[config.mk]
export PLATFORM = sky130hd
export DESIGN_NAME = mic_pair_tdoa_generator
export DESIGN_NICKNAME = d
export VERILOG_FILES = /design/src/hdl/tdoa_pkg.sv /design/src/hdl/tdoa_ram.sv /design/src/hdl/mic_pair_tdoa_generator.sv
export SDC_FILE = /design/constraint.sdc
export NUM_CORES = 2
export LEC_CHECK = 0
export BUFFER_PORTS_ARGS = -buffer_cell sky130_fd_sc_hd__buf_4
export CORE_MARGIN = 4
export CORE_UTILIZATION = 58
export CTS_CLUSTER_DIAMETER = 60
export DETAILED_ROUTE_END_ITERATION = 7
export PLACE_DENSITY_LB_ADDON = 0.15
export SLEW_MARGIN = 20
export SYNTH_ARGS = -nofsm -noshare
export SYNTH_HDL_FRONTEND = slang
export SYNTH_SLANG_ARGS = --single-unit
[constraint.sdc]
create_clock -name clock -period 9.6 [get_ports clock]
set_clock_uncertainty 0.2 [all_clocks]
set_input_delay 1.92 -clock clock [delete_from_list [all_inputs] [get_ports clock]]
set_output_delay 1.92 -clock clock [all_outputs]
set_load 0.02 [all_outputs]
[src/hdl/tdoa_pkg.sv]
// Shared types, field layout and codes of the microphone-pair delay generator.
package tdoa_pkg;

   // Configuration register indexes.
   localparam int CSR_ADDR_W = 2;
   localparam logic [CSR_ADDR_W-1:0] CSR_MIC_COUNT   = 2'd0;
   localparam logic [CSR_ADDR_W-1:0] CSR_SAMPLES_PM  = 2'd1;
   localparam logic [CSR_ADDR_W-1:0] CSR_FRAME_LEN   = 2'd2;
   localparam int CSR_DATA_W = 16;

   // Item kinds carried on the request tuser bit.
   localparam logic FUNC_LOAD = 1'b0;
   localparam logic FUNC_EVAL = 1'b1;

   // Field widths.
   localparam int COORD_W   = 16;
   localparam int SLOT_W    = 3;
   localparam int PAIR_W    = 5;
   localparam int MIC_W     = 3;
   localparam int FINE_W    = 24;
   localparam int RND_W     = 16;
   localparam int WRAP_W    = 12;
   localparam int COUNT_W   = 4;
   localparam int SPM_W     = 16;
   localparam int FLEN_W    = 13;

   // Request tdata layout, lowest bit first.
   localparam int REQ_DATA_W = 56;
   localparam int REQ_X_LSB  = SLOT_W;
   localparam int REQ_Y_LSB  = REQ_X_LSB + COORD_W;
   localparam int REQ_Z_LSB  = REQ_Y_LSB + COORD_W;

   // Response tdata layout, lowest bit first.
   localparam int RSP_DATA_W   = 64;
   localparam int RSP_FIRST_LSB  = PAIR_W;
   localparam int RSP_SECOND_LSB = RSP_FIRST_LSB + MIC_W;
   localparam int RSP_FINE_LSB   = RSP_SECOND_LSB + MIC_W;
   localparam int RSP_RND_LSB    = RSP_FINE_LSB + FINE_W;
   localparam int RSP_WRAP_LSB   = RSP_RND_LSB + RND_W;
   localparam int RSP_USED_W     = RSP_WRAP_LSB + WRAP_W;

   // Register reset values and limits.
   localparam logic [COUNT_W-1:0] MIC_COUNT_RST = 4'd8;
   localparam logic [SPM_W-1:0]   SPM_RST       = 16'd11942;
   localparam logic [FLEN_W-1:0]  FLEN_RST      = 13'd512;
   localparam logic [FLEN_W-1:0]  FLEN_MAX      = 13'd4096;

   // Arithmetic widths.
   localparam int DIFF_W = COORD_W + 1;     // per-axis difference
   localparam int MUL_W  = 18;              // shared multiplier operand width
   localparam int PROD_W = 2 * MUL_W;
   localparam int SUM_W  = 34;              // sum of three squares
   localparam int DIST_W = 17;              // square root of the sum

   typedef logic [COORD_W-1:0] coord_type;
   typedef struct packed {
      coord_type z;
      coord_type y;
      coord_type x;
   } point_type;

endpackage

[src/hdl/tdoa_ram.sv]
// Generic single-write, single-read RAM with registered read data.
module tdoa_ram #(
   parameter int WIDTH = 48,
   parameter int DEPTH = 8
) (
   input  logic                     clock,
   input  logic                     wr_en,
   input  logic [$clog2(DEPTH)-1:0] wr_addr,
   input  logic [WIDTH-1:0]         wr_data,
   input  logic [$clog2(DEPTH)-1:0] rd_addr,
   output logic [WIDTH-1:0]         rd_data
);

   logic [WIDTH-1:0] mem_ff [DEPTH];
   logic [WIDTH-1:0] rd_data_ff;

   always_ff @(posedge clock) begin
      if (wr_en) begin
         mem_ff[wr_addr] <= wr_data;
      end
      rd_data_ff <= mem_ff[rd_addr];
   end

   assign rd_data = rd_data_ff;

endmodule

[src/hdl/mic_pair_tdoa_generator.sv]
// Top level: microphone-pair delay generator with a shared multiplier sequencer.
// A position load writes the table directly. A point reads each microphone, sums its three
// squared differences on the shared multiplier and builds its distance root bit by bit, then
// gives each pair a read, a multiply, two rounding steps, a 16-step modulo and an emit, with
// an extra read state at the start of each row; rsp_tready stalls hold the emit.
// Reset is synchronous and active high; the position table stays unknown until written.
module mic_pair_tdoa_generator #(
   parameter int MAX_MICS = 8
) (
   input  logic                               clock,
   input  logic                               reset,
   // Request item.
   input  logic                               req_tvalid,
   output logic                               req_tready,
   input  logic [tdoa_pkg::REQ_DATA_W-1:0]    req_tdata,  // mic_slot, pos_x, pos_y, pos_z
   input  logic                               req_tuser,  // func
   // Result item.
   output logic                               rsp_tvalid,
   input  logic                               rsp_tready,
   output logic [tdoa_pkg::RSP_DATA_W-1:0]    rsp_tdata,  // pair_index, first_mic,
                                                          // second_mic, delay_fine,
                                                          // delay_rounded, delay_wrapped
   output logic                               rsp_tlast,  // last_pair
   // Configuration writes.
   input  logic                               csr_wen,
   input  logic [tdoa_pkg::CSR_ADDR_W-1:0]    csr_addr,
   input  logic [tdoa_pkg::CSR_DATA_W-1:0]    csr_wdata
);
   import tdoa_pkg::*;

   localparam int IDX_W   = $clog2(MAX_MICS);
   localparam int CNT_W   = $clog2(MAX_MICS + 1);
   localparam int NPAIR_W = $clog2(MAX_MICS * (MAX_MICS - 1) / 2 + 1);

   typedef enum logic [3:0] {
      ST_IDLE, ST_D_RD, ST_D_MUL, ST_D_ACC, ST_D_SQRT,
      ST_P_RDI, ST_P_LATI, ST_P_RDJ, ST_P_MUL, ST_P_FINE, ST_P_RND,
      ST_P_MODI, ST_P_MOD, ST_P_EMIT
   } state_type;

   state_type state_ff, state_in;

   // Configuration registers.
   logic [COUNT_W-1:0] mic_count_ff, mic_count_in;
   logic [SPM_W-1:0]   spm_ff, spm_in;
   logic [FLEN_W-1:0]  flen_ff, flen_in;

   // Sequencer registers.
   point_type            pt_ff, pt_in;
   logic [CNT_W-1:0]     n_ff, n_in;
   logic [CNT_W-1:0]     i_ff, i_in;
   logic [CNT_W-1:0]     j_ff, j_in;
   logic [1:0]           k_ff, k_in;
   logic [NPAIR_W-1:0]   pair_ff, pair_in;
   logic signed [PROD_W-1:0] mul_ff, mul_in;
   logic [SUM_W-1:0]     acc_ff, acc_in;
   logic [SUM_W-1:0]     sq_v_ff, sq_v_in;
   logic [SUM_W-1:0]     sq_res_ff, sq_res_in;
   logic [SUM_W-1:0]     sq_bit_ff, sq_bit_in;
   logic [DIST_W-1:0]    di_ff, di_in;
   logic signed [FINE_W-1:0] fine_ff, fine_in;
   logic signed [RND_W-1:0]  rnd_ff, rnd_in;
   logic [RND_W-1:0]     msh_ff, msh_in;
   logic [WRAP_W-1:0]    rem_ff, rem_in;
   logic [4:0]           mcnt_ff, mcnt_in;

   // Output register.
   logic                  rsp_valid_ff, rsp_valid_in;
   logic [RSP_DATA_W-1:0] rsp_data_ff, rsp_data_in;
   logic                  rsp_last_ff, rsp_last_in;

   // Memories.
   logic                      mic_wen;
   logic [3*COORD_W-1:0]      mic_rdata;
   logic                      dist_wen;
   logic [IDX_W-1:0]          dist_raddr;
   logic [DIST_W-1:0]         dist_rdata;

   // Combinational helpers.
   logic                      req_fire;
   point_type                 req_pt;
   logic [SLOT_W-1:0]         req_slot;
   logic [FLEN_W-1:0]         len;
   logic [COUNT_W-1:0]        n_cap;
   point_type                 mic_pt;
   logic signed [DIFF_W-1:0]  dx;
   logic signed [MUL_W-1:0]   mul_a, mul_b;
   logic signed [MUL_W-1:0]   diff;
   logic [SUM_W:0]            sq_try;
   logic [PROD_W-1:0]         pmag, pround;
   logic [FINE_W-1:0]         fmag;
   logic [FINE_W-1:0]         fround;
   logic [WRAP_W:0]           rem_try;
   logic [FLEN_W-1:0]         wrap_neg;
   logic [WRAP_W-1:0]         wrap_val;
   logic                      emit_ok;
   logic                      at_last;

   assign req_tready = (state_ff == ST_IDLE);
   assign req_fire   = req_tvalid && req_tready;
   assign req_slot   = req_tdata[SLOT_W-1:0];
   assign req_pt.x   = req_tdata[REQ_X_LSB +: COORD_W];
   assign req_pt.y   = req_tdata[REQ_Y_LSB +: COORD_W];
   assign req_pt.z   = req_tdata[REQ_Z_LSB +: COORD_W];
   assign len        = (flen_ff > FLEN_MAX) ? FLEN_MAX : flen_ff;
   assign n_cap      = (mic_count_ff > COUNT_W'(MAX_MICS)) ? COUNT_W'(MAX_MICS)
                                                           : mic_count_ff;
   assign mic_pt     = point_type'(mic_rdata);

   // Position writes land directly in the table; slots past the table are dropped.
   assign mic_wen = req_fire && (req_tuser == FUNC_LOAD)
                    && ({1'b0, req_slot} < 4'(MAX_MICS));

   tdoa_ram #(.WIDTH(3 * COORD_W), .DEPTH(MAX_MICS)) u_mic_ram (
      .clock   (clock),
      .wr_en   (mic_wen),
      .wr_addr (IDX_W'(req_slot)),
      .wr_data (req_pt),
      .rd_addr (i_ff[IDX_W-1:0]),
      .rd_data (mic_rdata)
   );

   assign dist_wen   = (state_ff == ST_D_SQRT) && (sq_bit_ff == '0);
   assign dist_raddr = (state_ff == ST_P_RDI) ? i_ff[IDX_W-1:0] : j_ff[IDX_W-1:0];

   tdoa_ram #(.WIDTH(DIST_W), .DEPTH(MAX_MICS)) u_dist_ram (
      .clock   (clock),
      .wr_en   (dist_wen),
      .wr_addr (i_ff[IDX_W-1:0]),
      .wr_data (sq_res_ff[DIST_W-1:0]),
      .rd_addr (dist_raddr),
      .rd_data (dist_rdata)
   );

   // Per-axis difference of the microphone and the point.
   always_comb begin
      unique case (k_ff)
         2'd0:    dx = DIFF_W'(signed'(mic_pt.x)) - DIFF_W'(signed'(pt_ff.x));
         2'd1:    dx = DIFF_W'(signed'(mic_pt.y)) - DIFF_W'(signed'(pt_ff.y));
         default: dx = DIFF_W'(signed'(mic_pt.z)) - DIFF_W'(signed'(pt_ff.z));
      endcase
   end

   // The one multiplier serves both the squares and the scale product.
   assign diff  = signed'({1'b0, di_ff}) - signed'({1'b0, dist_rdata});
   assign mul_a = (state_ff == ST_P_MUL) ? diff : MUL_W'(dx);
   assign mul_b = (state_ff == ST_P_MUL) ? signed'({2'b00, spm_ff}) : MUL_W'(dx);

   // One root bit per cycle.
   assign sq_try = {1'b0, sq_v_ff} - ({1'b0, sq_res_ff} + {1'b0, sq_bit_ff});

   // Fine delay: divide the product by 4096, rounding half away from zero.
   assign pmag   = mul_ff[PROD_W-1] ? PROD_W'(-mul_ff) : PROD_W'(mul_ff);
   assign pround = (pmag + PROD_W'(2048)) >> 12;

   // Whole-sample delay: divide the fine delay by 256 the same way.
   assign fmag   = fine_ff[FINE_W-1] ? FINE_W'(-fine_ff) : FINE_W'(fine_ff);
   assign fround = (fmag + FINE_W'(128)) >> 8;

   assign rem_try  = {rem_ff, msh_ff[RND_W-1]};
   assign wrap_neg = len - FLEN_W'(rem_ff);
   always_comb begin
      priority if (len == '0) begin
         wrap_val = '0;
      end else if (rnd_ff[RND_W-1] && (rem_ff != '0)) begin
         wrap_val = wrap_neg[WRAP_W-1:0];
      end else begin
         wrap_val = rem_ff;
      end
   end

   assign emit_ok = !rsp_valid_ff || rsp_tready;
   assign at_last = (i_ff == n_ff - CNT_W'(2)) && (j_ff == n_ff - CNT_W'(1));

   always_comb begin
      state_in     = state_ff;
      mic_count_in = mic_count_ff;
      spm_in       = spm_ff;
      flen_in      = flen_ff;
      pt_in        = pt_ff;
      n_in         = n_ff;
      i_in         = i_ff;
      j_in         = j_ff;
      k_in         = k_ff;
      pair_in      = pair_ff;
      mul_in       = mul_ff;
      acc_in       = acc_ff;
      sq_v_in      = sq_v_ff;
      sq_res_in    = sq_res_ff;
      sq_bit_in    = sq_bit_ff;
      di_in        = di_ff;
      fine_in      = fine_ff;
      rnd_in       = rnd_ff;
      msh_in       = msh_ff;
      rem_in       = rem_ff;
      mcnt_in      = mcnt_ff;
      rsp_valid_in = rsp_valid_ff && !rsp_tready;
      rsp_data_in  = rsp_data_ff;
      rsp_last_in  = rsp_last_ff;

      if (csr_wen) begin
         unique case (csr_addr)
            CSR_MIC_COUNT:  mic_count_in = csr_wdata[COUNT_W-1:0];
            CSR_SAMPLES_PM: spm_in       = csr_wdata[SPM_W-1:0];
            CSR_FRAME_LEN:  flen_in      = csr_wdata[FLEN_W-1:0];
            default:        ;
         endcase
      end

      unique case (state_ff)
         ST_IDLE: begin
            if (req_fire && (req_tuser == FUNC_EVAL) && (n_cap >= 4'd2)) begin
               pt_in    = req_pt;
               n_in     = CNT_W'(n_cap);
               i_in     = '0;
               pair_in  = '0;
               state_in = ST_D_RD;
            end
         end
         ST_D_RD: begin
            k_in     = 2'd0;
            acc_in   = '0;
            state_in = ST_D_MUL;
         end
         ST_D_MUL: begin
            mul_in   = mul_a * mul_b;
            state_in = ST_D_ACC;
         end
         ST_D_ACC: begin
            acc_in = acc_ff + SUM_W'(mul_ff);
            if (k_ff == 2'd2) begin
               sq_v_in   = acc_ff + SUM_W'(mul_ff);
               sq_res_in = '0;
               sq_bit_in = SUM_W'(1) << (SUM_W - 2);
               state_in  = ST_D_SQRT;
            end else begin
               k_in     = k_ff + 2'd1;
               state_in = ST_D_MUL;
            end
         end
         ST_D_SQRT: begin
            if (sq_bit_ff == '0) begin
               if (i_ff == n_ff - CNT_W'(1)) begin
                  i_in     = '0;
                  j_in     = CNT_W'(1);
                  state_in = ST_P_RDI;
               end else begin
                  i_in     = i_ff + CNT_W'(1);
                  state_in = ST_D_RD;
               end
            end else begin
               if (!sq_try[SUM_W]) begin
                  sq_v_in   = sq_try[SUM_W-1:0];
                  sq_res_in = (sq_res_ff >> 1) + sq_bit_ff;
               end else begin
                  sq_res_in = sq_res_ff >> 1;
               end
               sq_bit_in = sq_bit_ff >> 2;
            end
         end
         ST_P_RDI: begin
            state_in = ST_P_LATI;
         end
         ST_P_LATI: begin
            di_in    = dist_rdata;
            state_in = ST_P_MUL;
         end
         ST_P_RDJ: begin
            state_in = ST_P_MUL;
         end
         ST_P_MUL: begin
            mul_in   = mul_a * mul_b;
            state_in = ST_P_FINE;
         end
         ST_P_FINE: begin
            if (mul_ff[PROD_W-1]) begin
               fine_in = (pround > PROD_W'(8388608)) ? signed'(FINE_W'(24'h800000))
                                                     : FINE_W'(-pround);
            end else begin
               fine_in = (pround > PROD_W'(8388607)) ? signed'(FINE_W'(24'h7FFFFF))
                                                     : FINE_W'(pround);
            end
            state_in = ST_P_RND;
         end
         ST_P_RND: begin
            if (fine_ff[FINE_W-1]) begin
               rnd_in = (fround > FINE_W'(32768)) ? signed'(RND_W'(16'h8000))
                                                  : RND_W'(-fround);
            end else begin
               rnd_in = (fround > FINE_W'(32767)) ? signed'(RND_W'(16'h7FFF))
                                                  : RND_W'(fround);
            end
            state_in = ST_P_MODI;
         end
         ST_P_MODI: begin
            msh_in   = rnd_ff[RND_W-1] ? RND_W'(-rnd_ff) : RND_W'(rnd_ff);
            rem_in   = '0;
            mcnt_in  = '0;
            state_in = ST_P_MOD;
         end
         ST_P_MOD: begin
            // Restoring remainder of the magnitude, one dividend bit per cycle.
            if ({1'b0, rem_try} >= {1'b0, len}) begin
               rem_in = WRAP_W'(FLEN_W'(rem_try) - len);
            end else begin
               rem_in = WRAP_W'(rem_try);
            end
            msh_in  = msh_ff << 1;
            mcnt_in = mcnt_ff + 5'd1;
            if (mcnt_ff == 5'(RND_W - 1)) begin
               state_in = ST_P_EMIT;
            end
         end
         ST_P_EMIT: begin
            if (emit_ok) begin
               rsp_valid_in = 1'b1;
               rsp_last_in  = at_last;
               rsp_data_in  = '0;
               rsp_data_in[PAIR_W-1:0]              = PAIR_W'(pair_ff);
               rsp_data_in[RSP_FIRST_LSB +: MIC_W]  = MIC_W'(i_ff);
               rsp_data_in[RSP_SECOND_LSB +: MIC_W] = MIC_W'(j_ff);
               rsp_data_in[RSP_FINE_LSB +: FINE_W]  = fine_ff;
               rsp_data_in[RSP_RND_LSB +: RND_W]    = rnd_ff;
               rsp_data_in[RSP_WRAP_LSB +: WRAP_W]  = wrap_val;
               pair_in = pair_ff + NPAIR_W'(1);
               if (j_ff == n_ff - CNT_W'(1)) begin
                  if (at_last) begin
                     state_in = ST_IDLE;
                  end else begin
                     i_in     = i_ff + CNT_W'(1);
                     j_in     = i_ff + CNT_W'(2);
                     state_in = ST_P_RDI;
                  end
               end else begin
                  j_in     = j_ff + CNT_W'(1);
                  state_in = ST_P_RDJ;
               end
            end
         end
         default: state_in = ST_IDLE;
      endcase
   end

   always_ff @(posedge clock) begin
      if (reset) begin
         state_ff     <= ST_IDLE;
         mic_count_ff <= MIC_COUNT_RST;
         spm_ff       <= SPM_RST;
         flen_ff      <= FLEN_RST;
         rsp_valid_ff <= 1'b0;
      end else begin
         state_ff     <= state_in;
         mic_count_ff <= mic_count_in;
         spm_ff       <= spm_in;
         flen_ff      <= flen_in;
         rsp_valid_ff <= rsp_valid_in;
      end
      pt_ff       <= pt_in;
      n_ff        <= n_in;
      i_ff        <= i_in;
      j_ff        <= j_in;
      k_ff        <= k_in;
      pair_ff     <= pair_in;
      mul_ff      <= mul_in;
      acc_ff      <= acc_in;
      sq_v_ff     <= sq_v_in;
      sq_res_ff   <= sq_res_in;
      sq_bit_ff   <= sq_bit_in;
      di_ff       <= di_in;
      fine_ff     <= fine_in;
      rnd_ff      <= rnd_in;
      msh_ff      <= msh_in;
      rem_ff      <= rem_in;
      mcnt_ff     <= mcnt_in;
      rsp_data_ff <= rsp_data_in;
      rsp_last_ff <= rsp_last_in;
   end

   assign rsp_tvalid = rsp_valid_ff;
   assign rsp_tdata  = rsp_data_ff;
   assign rsp_tlast  = rsp_last_ff;

endmodule

# [Word-level counts from Yosys, hierarchy flattened]
# Memory sizes are Yosys's and may differ from the RTL's. A register that Yosys moved wholly into a read port is not among the register bits.
# Cells that the tools add are included.
[totals] reg_bits=431 out_inout_bits=67 memories=2 ramBits=520 inputBits=80 wordCells=199
[mem_list] memory="u_mic_ram.mem_ff" words=8 width=48 read_ports=1 rd_ports_with_merged_regs=1 write_ports=1 line="tdoa_ram.sv:14" rtl="logic [WIDTH-1:0] mem_ff [DEPTH];"
[mem_list] memory="u_dist_ram.mem_ff" words=8 width=17 read_ports=1 rd_ports_with_merged_regs=1 write_ports=1 line="tdoa_ram.sv:14"
[op_classes] mul=1 order_cmp=8 n_bitwise=1 add_sub_neg=25 n_eq_ne=33 reduce_logical=37 mux=65
[op_table] cell="$mux W34" n=8
[op_table] cell="$pmux W34 S2" n=4
[op_table] cell="$mux W24" n=4
[op_table] cell="$mux W4" n=17
[op_table] cell="$mux W16" n=4
[op_table] cell="$pmux W4 S13" n=1
[op_table] cell="$sub A16 B16 Y17" n=3
[op_table] cell="$neg A24 Y24" n=2
[op_table] cell="$add A36 B12 Y36 const B" n=1
[op_table] cell="$mul A18 B18 Y36" n=1
[op_table] cell="$mux W18" n=2
[op_table] cell="$mux W36" n=1
[op_table] cell="$neg A36 Y36" n=1
[op_table] cell="$add A34 B34 Y35" n=1
[op_table] cell="$sub A34 B35 Y35" n=1
[op_table] cell="$add A33 B34 Y34" n=1
[op_table] cell="$add A34 B34 Y34" n=1
[op_table] cell="$logic_not A34 Y1" n=1
[op_table] cell="$pmux W17 S2" n=1
[op_table] cell="$neg A16 Y16" n=2
[op_table] cell="$pmux W16 S2" n=1
[op_table] cell="$add A24 B8 Y24 const B" n=1
[op_table] cell="$eq A4 B4 Y1 const B" n=6
[op_table] cell="$gt A24 B23 Y1 const B" n=1
[op_table] cell="52 further kinds" n=104

# [Logic depth before layout (Yosys ltp)]
[depth] word_depth=7 ltp_mapped=40 mapped_depth_nobuf=39

# [By module]
# Synthesis repeated with hierarchy kept, for this count alone.
[unflattened] cells_unflattened=5358 area_unflattened_um2=62461.2
[modules_own_cells] mod="mic_pair_tdoa_generator" instances=1 area_per_inst_um2=41242.1 cells_per_inst=4515 seq_area_each_um2=12051.6
[modules_own_cells] mod="tdoa_ram at u_mic_ram" instances=1 area_per_inst_um2=15620.0 cells_per_inst=616 seq_area_each_um2=12492.0
[modules_own_cells] mod="tdoa_ram at u_dist_ram" instances=1 area_per_inst_um2=5599.1 cells_per_inst=227 seq_area_each_um2=4424.2

# [Worst setup path before layout]
# Ideal clock, no wire load.
[synth_timing] kind="flip-flop to flip-flop" startpoint="register u_mic_ram.rd_data_ff[16] (netlist: u_mic_ram.rd_data[16]) (read register of u_mic_ram.mem_ff)" endpoint="register mul_ff[29], data pin" slack_ps=502 t_arrival_ps=8640 period_less_slack_ps=9098 setup_time_ps=258 t_required_ps=9142 path_stages_with_launch=37 path_cell_list="dfxtp_1 -> inv_1 -> ha_1 -> inv_1 -> fa_1 -> a21o_1 -> a21oi_1 -> o21ai_0 -> a211oi_1 -> or3_1 -> a31oi_1 -> a31oi_1 -> o21ai_0 -> a221o_1 -> inv_1 -> or2_2 -> clkbuf_1 -> clkbuf_1 -> nand2_1 -> fa_1 -> inv_1 -> fa_1 -> ha_1 -> inv_1 -> fa_1 -> inv_1 -> fa_1 -> inv_1 -> fa_1 -> inv_1 -> ha_1 -> and3_1 -> a211o_1 -> a21o_1 -> a21o_1 -> a21oi_1 -> xnor2_1"
[synth_via] elab_chain_cells=4 word_cells_on_any_way=5 cone_classes="add/sub: 1; mul: 1; mux: 3"
[synth_lines] element="from (decl)" line="tdoa_ram.sv:15" rtl="logic [WIDTH-1:0] rd_data_ff;"
[synth_lines] element="$sub A16 B16 Y17 (*)" line="mic_pair_tdoa_generator.sv:139" rtl="2'd1: dx = DIFF_W'(signed'(mic_pt.y)) - DIFF_W'(signed'(pt_ff.y));"
[synth_lines] element="$pmux W17 S2 (*)" line="mic_pair_tdoa_generator.sv:137" rtl="unique case (k_ff)"
[synth_lines] element="$mux W18 (on tied branches)" line="mic_pair_tdoa_generator.sv:146, mic_pair_tdoa_generator.sv:147"
[synth_lines] element="$mul A18 B18 Y36 (*)" line="mic_pair_tdoa_generator.sv:226, mic_pair_tdoa_generator.sv:272"
[synth_lines] element="to (signal assigned)" line="mic_pair_tdoa_generator.sv:364" rtl="mul_ff <= mul_in;"
[synth_lines] element="to (decl)" line="mic_pair_tdoa_generator.sv:55" rtl="logic signed [PROD_W-1:0] mul_ff, mul_in;"
# Mark *: on every way between the ends. The rest lies on a longest branch, timed or not.
# A chain may end at the register's enable or synchronous reset.

# [Final worst setup path]
[layout_timing] startpoint="register pt_ff[0] (netlist bit)" endpoint="register mul_ff[34], data pin"
[layout_via] elab_chain_cells=4 word_cells_on_any_way=5 cone_classes="add/sub: 1; mul: 1; mux: 3"
[layout_lines] element="from (decl)" line="mic_pair_tdoa_generator.sv:49" rtl="point_type pt_ff, pt_in;"
[layout_lines] element="from (signal assigned)" line="mic_pair_tdoa_generator.sv:358" rtl="pt_ff <= pt_in;"
[layout_lines] element="$sub A16 B16 Y17 (*)" line="mic_pair_tdoa_generator.sv:138" rtl="2'd0: dx = DIFF_W'(signed'(mic_pt.x)) - DIFF_W'(signed'(pt_ff.x));"
[layout_lines] element="$pmux W17 S2 (*)" line="mic_pair_tdoa_generator.sv:137"
[layout_lines] element="$mux W18 (on tied branches)" line="mic_pair_tdoa_generator.sv:146, mic_pair_tdoa_generator.sv:147"
[layout_lines] element="$mul A18 B18 Y36 (*)" line="mic_pair_tdoa_generator.sv:226, mic_pair_tdoa_generator.sv:272"
# Marked as above.

==> flow_summary.toml <==
[sta]
fin_setup_tns_ns = 0
finalHoldViolations = 0
fmax_mhz = 109
worstMarginPinSlew_ns = 1.14
min_period_ns = 9.20
finalCritPeriodShare_pct = 95.8
setup_viol = 0
fin_ws_ns = 0.403
slew_violations = 0
slew_headroom_pct = 23.8
rsz0062_at_grt = "no"

[placed_design]
dpl.hpwl_um = 105000
portBuffers = 140
pre_cts_ws_ns = 0.0704
gp_congestion = 0.925

[layout]
nNetsFinal = 6255
multi_input_area_um2 = 29700
area_delta_synth_final_pct = 11.2
drive_above_1_share_pct = 12.5
nFillCells = 8058
final-seq-area_um2 = 29000

[synth]
syn_inst = 5342
synth_common_cells = "edfxtp_1, inv_1, nand2_1, nor2_1, fa_1"
yosys_warnings = 0
synth_fp_nets = 6079
ys_types = 99
ys_seq_elements = 999
yosysTopAreaCell = "edfxtp_1"
synth_edf_count = 896
synthDominantCellAreaShare_pct = 43.7
yosysSeqAreaShare_pct = 47.0
synthMostInstantiatedCell = "edfxtp_1"
synth_area_leaders = "edfxtp_1, fa_1, ha_1"
synthFlopType = "edfxtp_1"
async_reset_ff_share_pct = 0
synth.cell_area_um2 = 61600
synth_area_per_cell_um2 = 11.5

[routing]
postRouteAntennaNets = 0
drcViolationCount = 0
dr.pass1.iters = 6
drt-initial-drc-count = 3311
wl_per_cell_um = 21.1
dr_total_vias = 40800
wl_um = 148000
vias_per_cell = 5.83

[floorplan]
start_util_pct = 58.4
num_rows = 119
dieWidth_um = 334
num_io_pins = 147
die_area_um2 = 111000
core_um2 = 105000
die_h_um = 334

[cts]
h-tree-depth = 3
holdBufCountCts = 0
cts.sinks = 999
clockBufferDepth = 3
clock_latency_ns = 0.72
cts_buffers = 106
cts_tree = "done"
path_clk_slew_ns = 0.06
cts_root_buf = "clkbuf_16"

[worst_setup_path]
crit_path_start_kind = "register"
path_class = "reg -> reg"
rr_worst_depth = 38
cp-end-kind = "register"
cpPeakStageDelay_ns = 0.55
r2r-start = "pt_ff[0]"
arrival_ns = 9.40
crit_required_ns = 9.81
worst_path_max_delay_cell = "fa_1"
crit_path_frequent_cell = "fa_1"
critPathMaxFanout = 7
critPathLaunch = "pt_ff[0]"

[global_routing]
antenna_found_initial = 15
grt_pass1_vias = 40700
grt_max_degree = 96
grt_pass1_wl_um = 231000
grtUsageTotal_pct = 26.6
grt_overflow_total = 0

[worst_hold_path]
hp-start = "u_dist_ram.rd_data[8]"
holdPathStages = 0
min_path_type = "reg -> reg"

[status]
outcome = "completed"

[flow_run]
cap_violations = 0
worst max-delay path: cells and delay by family (launching register included):
kind,cells,cell delay [ns]
buffers and inverters,8,0.77
and+or+nand+nor,4,0.69
AOI/OAI and AO/OA,16,2.78
xor gates and xnor gates,1,0.15
DFF,1,0.33
adders and majority gates,9,3.97
state kept, by name, summed over array words and instances (netlist names), 13 cells and up:
register	flops
u_mic_ram.mem_ff	384
u_dist_ram.mem_ff	136
rsp_tdata	63
pt_ff	48
u_mic_ram.rd_data	48
mul_ff	36
acc_ff	34
sq_res_ff	34
sq_v_ff	34
fine_ff	24
di_ff	17
sq_bit_ff	17
u_dist_ram.rd_data	17
msh_ff	16
rnd_ff	16
spm_ff	16
flen_ff	13
cell type report:
cell class / instances / area share, %
sequential: 999 / 42.3
multi-input combinational: 3483 / 43.4
clock inverter: 58 / 0.939
timing repair buffer: 258 / 2.91
antenna: 5 / 0.0183
tap: 1391 / 2.54
clock buffer: 141 / 4.26
inverter: 670 / 3.67
layer usage:
| metal | track usage, % | vias up | wire length, um |
|---|---|---|---|
| met5 | 0 | - | 95 |
| met3 | 5.29 | 279 | 11000 |
| li1 | - | 19000 | - |
| met2 | 45.6 | 1432 | 72500 |
| met4 | 8.06 | 16 | 4890 |
| met1 | 34.7 | 20100 | 59400 |
cells by family after synthesis:
family / synth area share [%]
other cells: 0.00609
compound gates: 8.45
buf+inv: 5.26
flops: 47.0
fa+ha+maj: 17.7
simple gates: 11.6
xor+xnor: 4.15
mux: 5.80
final timing paths:
kind,to,slack (ns)
max,mul_ff[34],0.40
max reg2reg,mul_ff[34],0.40
min reg2reg,di_ff[8],0.23
min,di_ff[8],0.23
timing repair:
item	in CTS	in global routing
setup buffers	0	5
pin swaps	0	6
setup endpoints to repair	1	11
resized for setup	1	47
cells in the final DEF, fill, tap and decap left out, drive strengths merged, types with 67 or more instances in the layout:
master	netlist	final
buf	28	258
nand2	583	583
xor2	123	123
fa	352	352
nand3	67	67
ha	305	305
inv	669	675
o21ai	180	180
xnor2	169	169
dfxtp	103	103
mux4	130	130
edfxtp	896	896
a21o	81	81
clkbuf	162	141
nor2	428	428
a21oi	191	191
nor3	89	89
metrics by stage:
stage / utilization (%) / hold WS [ns] / area, um2 / cells
after global placement: 61.4 / 0.215 / 64700 / 6795
after floorplan: - / 0.208 / 61600 / 5342
after detailed placement: 61.4 / 0.221 / 64700 / 6795
after CTS: 64.7 / 0.235 / 68200 / 6994
final: 65.0 / 0.233 / 68500 / 7005
after global routing: 65.0 / 0.242 / 68500 / 7000
Power is not shown: default switching activity piles up to over one toggle a cycle in this logic, so the estimate is an artifact.
